[src/rtl/ncpr_pkg.sv]
// ----------------------------------------------------------------------------
// ncpr_pkg
// Shared types, constants and helpers of the note channel pitch remapper:
// table row layout, controller commands and status, result kinds.
// ----------------------------------------------------------------------------
package ncpr_pkg;

  localparam int KEY_COUNT = 128;
  localparam int KEY_IDX_W = (KEY_COUNT > 1) ? $clog2(KEY_COUNT) : 1;

  localparam int MOD_W = 7;

  localparam logic       OP_EVENT = 1'b0;
  localparam logic       OP_LOAD  = 1'b1;

  localparam logic [7:0] STATUS_REMAP = 8'hFD;
  localparam logic [3:0] CMD_NOTE_OFF = 4'h8;
  localparam logic [3:0] CMD_NOTE_ON  = 4'h9;
  localparam logic [3:0] CMD_POLY     = 4'hA;

  localparam logic [11:0] PITCH_HIGH = 12'hFDE;
  localparam logic [11:0] MOD_HIGH   = 12'hFDB;
  localparam logic [7:0]  MOD_LOW    = 8'h01;
  localparam logic [13:0] PITCH_BIAS = 14'h2000;

  typedef logic [KEY_IDX_W-1:0] key_idx_t;

  typedef enum logic [1:0] {
    KIND_PITCH = 2'd0,
    KIND_MOD   = 2'd1,
    KIND_EVENT = 2'd2
  } kind_t;

  typedef struct packed {
    logic              operation;
    logic [7:0]        status_byte;
    logic [7:0]        event_byte;
    logic [6:0]        key;
    logic [7:0]        data_byte;
    logic [6:0]        load_key;
    logic [4:0]        load_channel;
    logic signed [13:0] load_pitch;
    logic signed [7:0] load_mod_offset;
  } item_t;

  typedef struct packed {
    logic [4:0]        channel;
    logic signed [13:0] pitch;
    logic signed [7:0] mod_offset;
    logic signed [13:0] last_pitch;
    logic [MOD_W-1:0]  last_mod;
  } row_t;

  localparam int ROW_W = $bits(row_t);

  typedef struct packed {
    logic  capture;
    logic  load_wr;
    logic  eval;
    kind_t sel;
  } dp_cmd_t;

  typedef struct packed {
    logic pitch_now;
    logic mod_now;
    logic mod_pending;
  } dp_status_t;

  function automatic key_idx_t key_index(input logic [6:0] k);
    logic [8:0] wide;
    wide = {2'b00, k} % 9'(KEY_COUNT);
    return key_idx_t'(wide);
  endfunction

endpackage

[src/rtl/ncpr_ctrl.sv]
// ----------------------------------------------------------------------------
// ncpr_ctrl
// Sequencer: takes an item; for an event item, evaluates it and presents its
// one to three result transactions in order.
// ----------------------------------------------------------------------------
module ncpr_ctrl import ncpr_pkg::*; (
  input  logic       clk,
  input  logic       rst,
  input  logic       item_valid,
  input  logic       item_op,
  output logic       item_ready,
  output logic       result_valid,
  input  logic       result_ready,
  output logic       result_last,
  output kind_t      result_kind,
  input  dp_status_t status,
  output dp_cmd_t    cmd
);

  typedef enum logic [2:0] {
    S_IDLE,
    S_EVAL,
    S_PITCH,
    S_MOD,
    S_EVENT
  } state_t;

  state_t state;
  state_t state_next;

  always_comb begin
    state_next   = state;
    item_ready   = 1'b0;
    result_valid = 1'b0;
    result_last  = 1'b0;
    cmd          = '{capture: 1'b0, load_wr: 1'b0, eval: 1'b0, sel: KIND_EVENT};
    case (state)
      S_IDLE: begin
        item_ready = 1'b1;
        if (item_valid) begin
          if (item_op == OP_LOAD) begin
            cmd.load_wr = 1'b1;
          end else begin
            cmd.capture = 1'b1;
            state_next  = S_EVAL;
          end
        end
      end
      S_EVAL: begin
        cmd.eval = 1'b1;
        if (status.pitch_now) begin
          state_next = S_PITCH;
        end else if (status.mod_now) begin
          state_next = S_MOD;
        end else begin
          state_next = S_EVENT;
        end
      end
      S_PITCH: begin
        result_valid = 1'b1;
        cmd.sel      = KIND_PITCH;
        if (result_ready) begin
          state_next = status.mod_pending ? S_MOD : S_EVENT;
        end
      end
      S_MOD: begin
        result_valid = 1'b1;
        cmd.sel      = KIND_MOD;
        if (result_ready) begin
          state_next = S_EVENT;
        end
      end
      S_EVENT: begin
        result_valid = 1'b1;
        result_last  = 1'b1;
        cmd.sel      = KIND_EVENT;
        if (result_ready) begin
          state_next = S_IDLE;
        end
      end
      default: begin
        state_next = S_IDLE;
      end
    endcase
    result_kind = cmd.sel;
  end

  always_ff @(posedge clk) begin
    if (rst) begin
      state <= S_IDLE;
    end else begin
      state <= state_next;
    end
  end

endmodule

[config.mk]
export PLATFORM = sky130hd
export DESIGN_NAME = ncpr_ctrl
export DESIGN_NICKNAME = d
export VERILOG_FILES = /design/src/rtl/ncpr_pkg.sv /design/src/rtl/ncpr_ctrl.sv
export SDC_FILE = /design/constraint.sdc
export NUM_CORES = 1
export LEC_CHECK = 0
export ABC_AREA = 1
export BUFFER_PORTS_ARGS = -buffer_cell sky130_fd_sc_hd__buf_4
export CAP_MARGIN = 5
export CORE_AREA = 2 2 39 41
export DETAILED_ROUTE_END_ITERATION = 8
export DIE_AREA = 0 0 41 43
export PLACE_DENSITY_LB_ADDON = 0.2
export SYNTH_ARGS = -nofsm -noshare
export SYNTH_HDL_FRONTEND = slang
export SYNTH_SLANG_ARGS = --single-unit
[constraint.sdc]
create_clock -name clk -period 1.1 [get_ports clk]
set_input_delay 0.11 -clock clk [delete_from_list [all_inputs] [get_ports clk]]
set_output_delay 0.11 -clock clk [all_outputs]
set_load 0.1 [all_outputs]
Yosys cells after proc, flatten, opt, wreduce, memory -nomap -nowiden:

Cells that the tools add are included.

* logic and storage cells: 31
* input port bits: 8
* register bits after elaboration: 3

* reduce and logical (&&, ||, !) cells: 3
* multiplexer cells: 18
* equal/unequal tests: 9

Operator list (count)
* 3-bit 2-to-1 mux: 8
* 3-bit case mux with 5 select lines: 1
* 2-bit inequality test, second input constant: 5
* 3-bit by 2-bit == test with 1-bit output, second input constant: 2
* 1-bit 2-to-1 mux: 6
* 5-bit AND reduction: 1
* 2-bit 2-to-1 mux: 2
* 2-bit case mux with 2 select lines: 1
* 3-bit by 1-bit == test with 1-bit output, second input constant: 1
* 3-bit == test, second input constant: 1
* 3-bit logical NOT: 1
* 3-bit OR reduction: 1

Longest topological paths before layout:

Gate-level depths: netlist of run 1.

* word-level depth: 3
* depth in mapped cells: 7

Least setup slack after synthesis of run 1:

No wires, ideal clock.

* path kind: flip-flop to output port
* start point: register state[0]
* end point: output cmd[4] (netlist name)
* cell stages (with the launch flop): 4
* arrival time: 2.590 ns
* path slack: -1.600 ns
* required time: 0.990 ns
* path through: dfxtp_1 nor2_2 nand2_1 nor3_1

RTL lines
* start, declared: line ncpr_ctrl.sv:28 `state_t state;`
* start signal, assigned: line ncpr_ctrl.sv:92 `state <= state_next;`
* end, declared: line ncpr_ctrl.sv:17 `output dp_cmd_t cmd`

==> impl_metrics.toml, run 1 <==
[detailed_routing]
drtIter0Drc = 4
routed_wl_um = 756
viasPerCell = 4.09
ant_nets = 0
vias = 368
drc_errors = 0
wl_per_cell_um = 8.40
dr.pass1.iters = 5

[power_and_ir_drop]
powerDensity_nw_per_um2 = 1340
p_leak_uw = 0.000311
ir_drop_mv = 0.787

[clock_tree]
worst_skew_pair.late_latency_ns = 0.23
ctsRootBufferMaster = "clkbuf_4"
clk_path_buf_depth = 2
cts_made_buffers = 3
cts_tree = "yes"
h-tree-depth = 1
clkSinkCount = 3
cts.clk_slew.worst_paths_ns = 0.04

[timing]
slew_viol_final = 0
max_slew_margin = 0.883
rsz0062_at_grt = "yes"
finalSetupViolCount = 12
min_period_ns = 1.28
fin_crit_sh = 1.16
clock.fmax_mhz = 783
worstMarginPinSlew_ns = 0.175
layout_setup_ws_ns = -0.176
fin_setup_tns_ns = -0.999
hold_viol_final = 0
finClkSkew_ns = 0.00358

[finish]
top_regs = "state x3"
finalNetCount = 83
areaGrowthSynthToFinish_pct = 169
layout_common_cells = "buf_4 (12), buf_12 (11), nand2_1 (9)"
drive_gt1_frac = 0.635
final_common_cell = "buf_4"
num_antenna_cells = 0
largest_reg_flops = 3
largest_register = "state"
fillers = 135

[synth]
syn_area_um2 = 264
syn-num-nets = 56
ys_warn_count = 0
postSynthCellCount = 48
synth_area_leaders = "dfxtp_1 (23%), nand2_1 (20%), inv_1 (11%)"
yosys.area.top_type_share = 0.227
ys_seq_area_frac = 0.227
synth-seq-cells = 3
syn_avg_cell_area_um2 = 5.50
synth_top_cell_by_area = "dfxtp_1"
synth.distinct_cells = 12

[global_routing]
antenna_found_initial = 0
grt_overflow = 0
globalRouteTotalUtil = 0.112
grt_max_degree = 6
grt_pass1_vias = 391
grt_pass1_wl_um = 1410

[hold_path]
holdPathEnd = "state[0]$_SDFFE_PP0P_"
min-delay-start = "rst"
worst_hold_path.num_cells = 2
hold_path.class = "primary input to flip-flop"

[die]
start_util = 0.191
core_um2 = 1380
design.die.area_um2 = 1760
die_x_um = 41
num_rows = 14
chipHeight_um = 43
ioPinCount = 18

[setup_path]
rr_worst_depth = 6
endpoint_kind = "output pin"
critPathMaxFanout = 5
critical-path-max-stage-delay_ns = 0.34
r2r-end = "state[1]$_SDFFE_PP0P_"
startpoint_type = "flip-flop"
cpMaxStageDelayCell = "dfxtp_2"
arrival_ns = 1.17
worst-path-buf-inv = 1
crit_required_ns = 0.99
path_delay_family = "simple AND/OR/NAND/NOR gates"
timing.rr.start = "state[2]$_SDFFE_PP0P_"
regToRegSetupSlack_ns = -0.01
critical_path_class = "flip-flop to output pin"
crit_chain = "nor2_4 > nand2_4 > nor3_4 > buf_12"

[placement]
dp_slack_ns = -0.0405
io_buffers = 17
globalplace.congestion = 0.731
hpwlAfterDp_um = 654

[flow_run]
max-cap-violations = 0

[status]
outcome = "finished, violations left"
violations = "setup timing"
[worst max-delay path by stage]
stage	from	endpoint	slack (ns)	cells past startpoint
after floorplan	state[1]$_SDFFE_PP0P_	cmd[4]	-0.39	3
after global placement	state[1]$_SDFFE_PP0P_	cmd[4]	-0.04	4
after detailed placement	state[1]$_SDFFE_PP0P_	cmd[4]	-0.04	4
after CTS	state[1]$_SDFFE_PP0P_	cmd[4]	-0.19	4
after global routing	state[1]$_SDFFE_PP0P_	cmd[4]	-0.24	4
final	state[1]$_SDFFE_PP0P_	cmd[4]	-0.18	4
[area by class of cell]
type                    instances  area, µm²  area share
clock buffers                   4       26.3      0.0370
inverters                       8       36.3      0.0511
multi-input cells              35        239       0.337
flip-flops and latches          3       66.3      0.0935
well taps                      16       20.0      0.0282
repair buffers                 24        322       0.453
[metal layers]
metal / vias to the layer above / wire, µm / track usage
met5: - / 0 / 0
li1: 200 / - / -
met4: 0 / 0 / 0.0600
met2: 12 / 451 / 0.197
met3: 0 / 43 / 0.00524
met1: 156 / 261 / 0.125
[synth_stat cells (all sizes together)]
library cell	instances
nand2	14
nor2	11
inv	8
a21oi	4
dfxtp	3
o21ai	3
buf	2
nand3	2
nor3	1
[where the power goes]
| part | switching (µW) | total [µW] | internal [µW] |
|---|---|---|---|
| clock network | 53.9 | 190 | 136 |
| logic | 385 | 623 | 238 |
| registers | 18.1 | 140 | 122 |
| total | 457 | 953 | 496 |
[through the flow]
step / utilization / total power [µW] / hold slack [ns] / cells / instance area, µm²
after floorplan: - / 537 / 0.172 / 48 / 368
after global placement: 0.381 / 648 / 0.280 / 83 / 527
after detailed placement: 0.381 / 649 / 0.282 / 83 / 527
after CTS: 0.506 / 965 / 0.0365 / 90 / 701
after global routing: 0.513 / 1000 / 0.0351 / 90 / 709
final: 0.513 / 953 / 0.0429 / 90 / 709
[repair_timing]
| action | CTS | global route |
|---|---|---|
| endpoints found under the setup margin | 12 | 13 |
| hold buffers | 0 | 0 |
| gates cloned | 0 | 0 |
| pin swaps | 3 | 0 |
| setup buffers | 3 | 0 |
| hold endpoints to repair | 0 | 0 |
| resized for setup | 32 | 2 |
[cells by family after synthesis]
logic type,synth area share
AND/OR/NAND/NOR,0.441
buffers and inverters,0.171
AO/OA/AOI/OAI,0.161
flip-flops,0.227
Note: power is estimated with default switching activity, not from simulation.
==> inputs of run 2 (changes only) <==
==> constraint.sdc (replaced) <==
create_clock -name clk -period 1.1 [get_ports clk]
set_input_delay 0.275 -clock clk [delete_from_list [all_inputs] [get_ports clk]]
set_output_delay 0.275 -clock clk [all_outputs]
set_load 0.1 [all_outputs]
==> run 2 against run 1 <==
The flow still finishes with violations (setup timing). Non-clock buffer count grew 3. Sequential power shrank 7%. Clock skew is essentially flat. Hold slack gained 0.17 ns. Via count grew 3.5%. Utilization grew 2.6 points. Routed wire length grew 8.5%. Cell area grew 5.1%. Total power grew 3.2%. Maximum frequency shrank 11%. Final cell count grew 3.3%. Critical endpoint unchanged.
==> impl_metrics.toml, run 2 (same netlist as run 1, synthesis figures left out) <==
[die]
core_um2 = 1380
start_util = 0.191
chipHeight_um = 43
num_rows = 14
ioPinCount = 18
design.die.area_um2 = 1760
die_x_um = 41

[setup_path]
arrival_ns = 1.15
crit_end = "cmd[4]"
endpoint_kind = "output pin"
timing.critical_path.from = "state[1]$_SDFFE_PP0P_"
crit_chain = "nor2_4 > nand2_4 > nor3_4 > buf_12"
path_delay_family = "simple AND/OR/NAND/NOR gates"
critical-path-max-stage-delay_ns = 0.34
worst-path-buf-inv = 1
regToRegSetupSlack_ns = -0.12
critical_path_class = "flip-flop to output pin"
crit_required_ns = 0.82
cpMaxStageDelayCell = "dfxtp_4"
r2r-end = "state[1]$_SDFFE_PP0P_"
crit_cells = 4
rr_worst_depth = 7
critPathMaxFanout = 4
timing.rr.start = "state[1]$_SDFFE_PP0P_"
startpoint_type = "flip-flop"

[placement]
globalplace.congestion = 0.726
dp_slack_ns = -0.221
placed_cell_area_um2 = 547
hpwlAfterDp_um = 658
io_buffers = 17

[clock_tree]
h-tree-depth = 1
cts_tree = "yes"
clk_path_buf_depth = 2
cts_made_buffers = 3
cts.clk_slew.worst_paths_ns = 0.04
ctsRootBufferMaster = "clkbuf_4"
clkSinkCount = 3
worst_skew_pair.late_latency_ns = 0.24

[timing]
min_period_ns = 1.43
fin_crit_sh = 1.30
clock.fmax_mhz = 700
hold_viol_final = 0
finalSetupViolCount = 13
rsz0062_at_grt = "yes"
slew_viol_final = 0
worstMarginPinSlew_ns = 0.178
layout_setup_ws_ns = -0.328
max_slew_margin = 0.881
finClkSkew_ns = 0.00355

[finish]
layout_common_cells = "buf_4 (16), buf_12 (10), nand2_1 (8)"
largest_register = "state"
largest_reg_flops = 3
num_antenna_cells = 0
fin_area_um2 = 746
top_regs = "state x3"
areaGrowthSynthToFinish_pct = 182
drive_gt1_frac = 0.675
finalNetCount = 86
final_common_cell = "buf_4"
fin_util = 0.539

[status]
outcome = "finished, violations left"
violations = "setup timing"

[detailed_routing]
dr.pass1.iters = 4
routed_wl_um = 820
drtIter0Drc = 3
viasPerCell = 4.10
drc_errors = 0
ant_nets = 0
vias = 381
wl_per_cell_um = 8.82

[global_routing]
grt_pass1_vias = 388
grt_overflow = 0
grt_pass1_wl_um = 1470
globalRouteTotalUtil = 0.122
antenna_found_initial = 0
grt_max_degree = 5

[flow_run]
max-cap-violations = 0

[power_and_ir_drop]
p_leak_uw = 0.000330
powerDensity_nw_per_um2 = 1320
ir_drop_mv = 0.659

[hold_path]
hold_path.class = "primary input to flip-flop"
-- run 2: cell count changes in the layout (fill, tap and decap cells not counted), sizes merged --
cell / change
buf: +3
-- run 2: worst min path at each step --
stage	startpoint	to	cells past startpoint
finish	rst	state[2]$_SDFFE_PP0P_	2
global route	rst	state[2]$_SDFFE_PP0P_	2
detailed placement	rst	state[1]$_SDFFE_PP0P_	2
floorplan	rst	state[1]$_SDFFE_PP0P_	1
CTS	rst	state[1]$_SDFFE_PP0P_	2
global placement	rst	state[1]$_SDFFE_PP0P_	2
-- run 2: power breakdown --
part	total [µW]	switching (µW)	internal [µW]	leakage (µW)
combinational	655	407	248	0.000288
sequential	130	9.77	120	0.0000261
clock	198	61.7	136	0.0000150
-- run 2: final cells by class --
cell class                      instances  area, µm²
Fill cell                             130        638
Timing Repair Buffer                   27        332
Multi-Input combinational cell         35        263
Sequential cell                         3       66.3
Inverter                                8       38.8
Clock buffer                            4       26.3
Tap cell                               16       20.0
-- run 2: routing by layer --
layer	track usage	up-vias	wire length, µm
met5	0	-	0
met4	0.0800	0	14
met3	0.0262	2	57
met2	0.200	15	452
met1	0.131	161	296
li1	-	203	-
-- run 2: per-stage QoR --
step | instances | TNS [ns] | hold WS, ns | power (µW)
after CTS | 93 | -2.99 | 0.206 | 983
after detailed placement | 88 | -1.79 | 0.456 | 661
after floorplan | 48 | -4.12 | 0.334 | 525
final | 93 | -2.85 | 0.210 | 983
after global routing | 93 | -3.47 | 0.213 | 1030
after global placement | 88 | -1.70 | 0.450 | 661
-- run 2: what timing repair did --
| action | in CTS | in global routing |
|---|---|---|
| gates cloned | 0 | 0 |
| setup buffers | 1 | 0 |
| setup endpoints to repair | 13 | 13 |
| gates resized for setup | 37 | 3 |
| pin swaps | 4 | 1 |
| hold buffers | 0 | 0 |
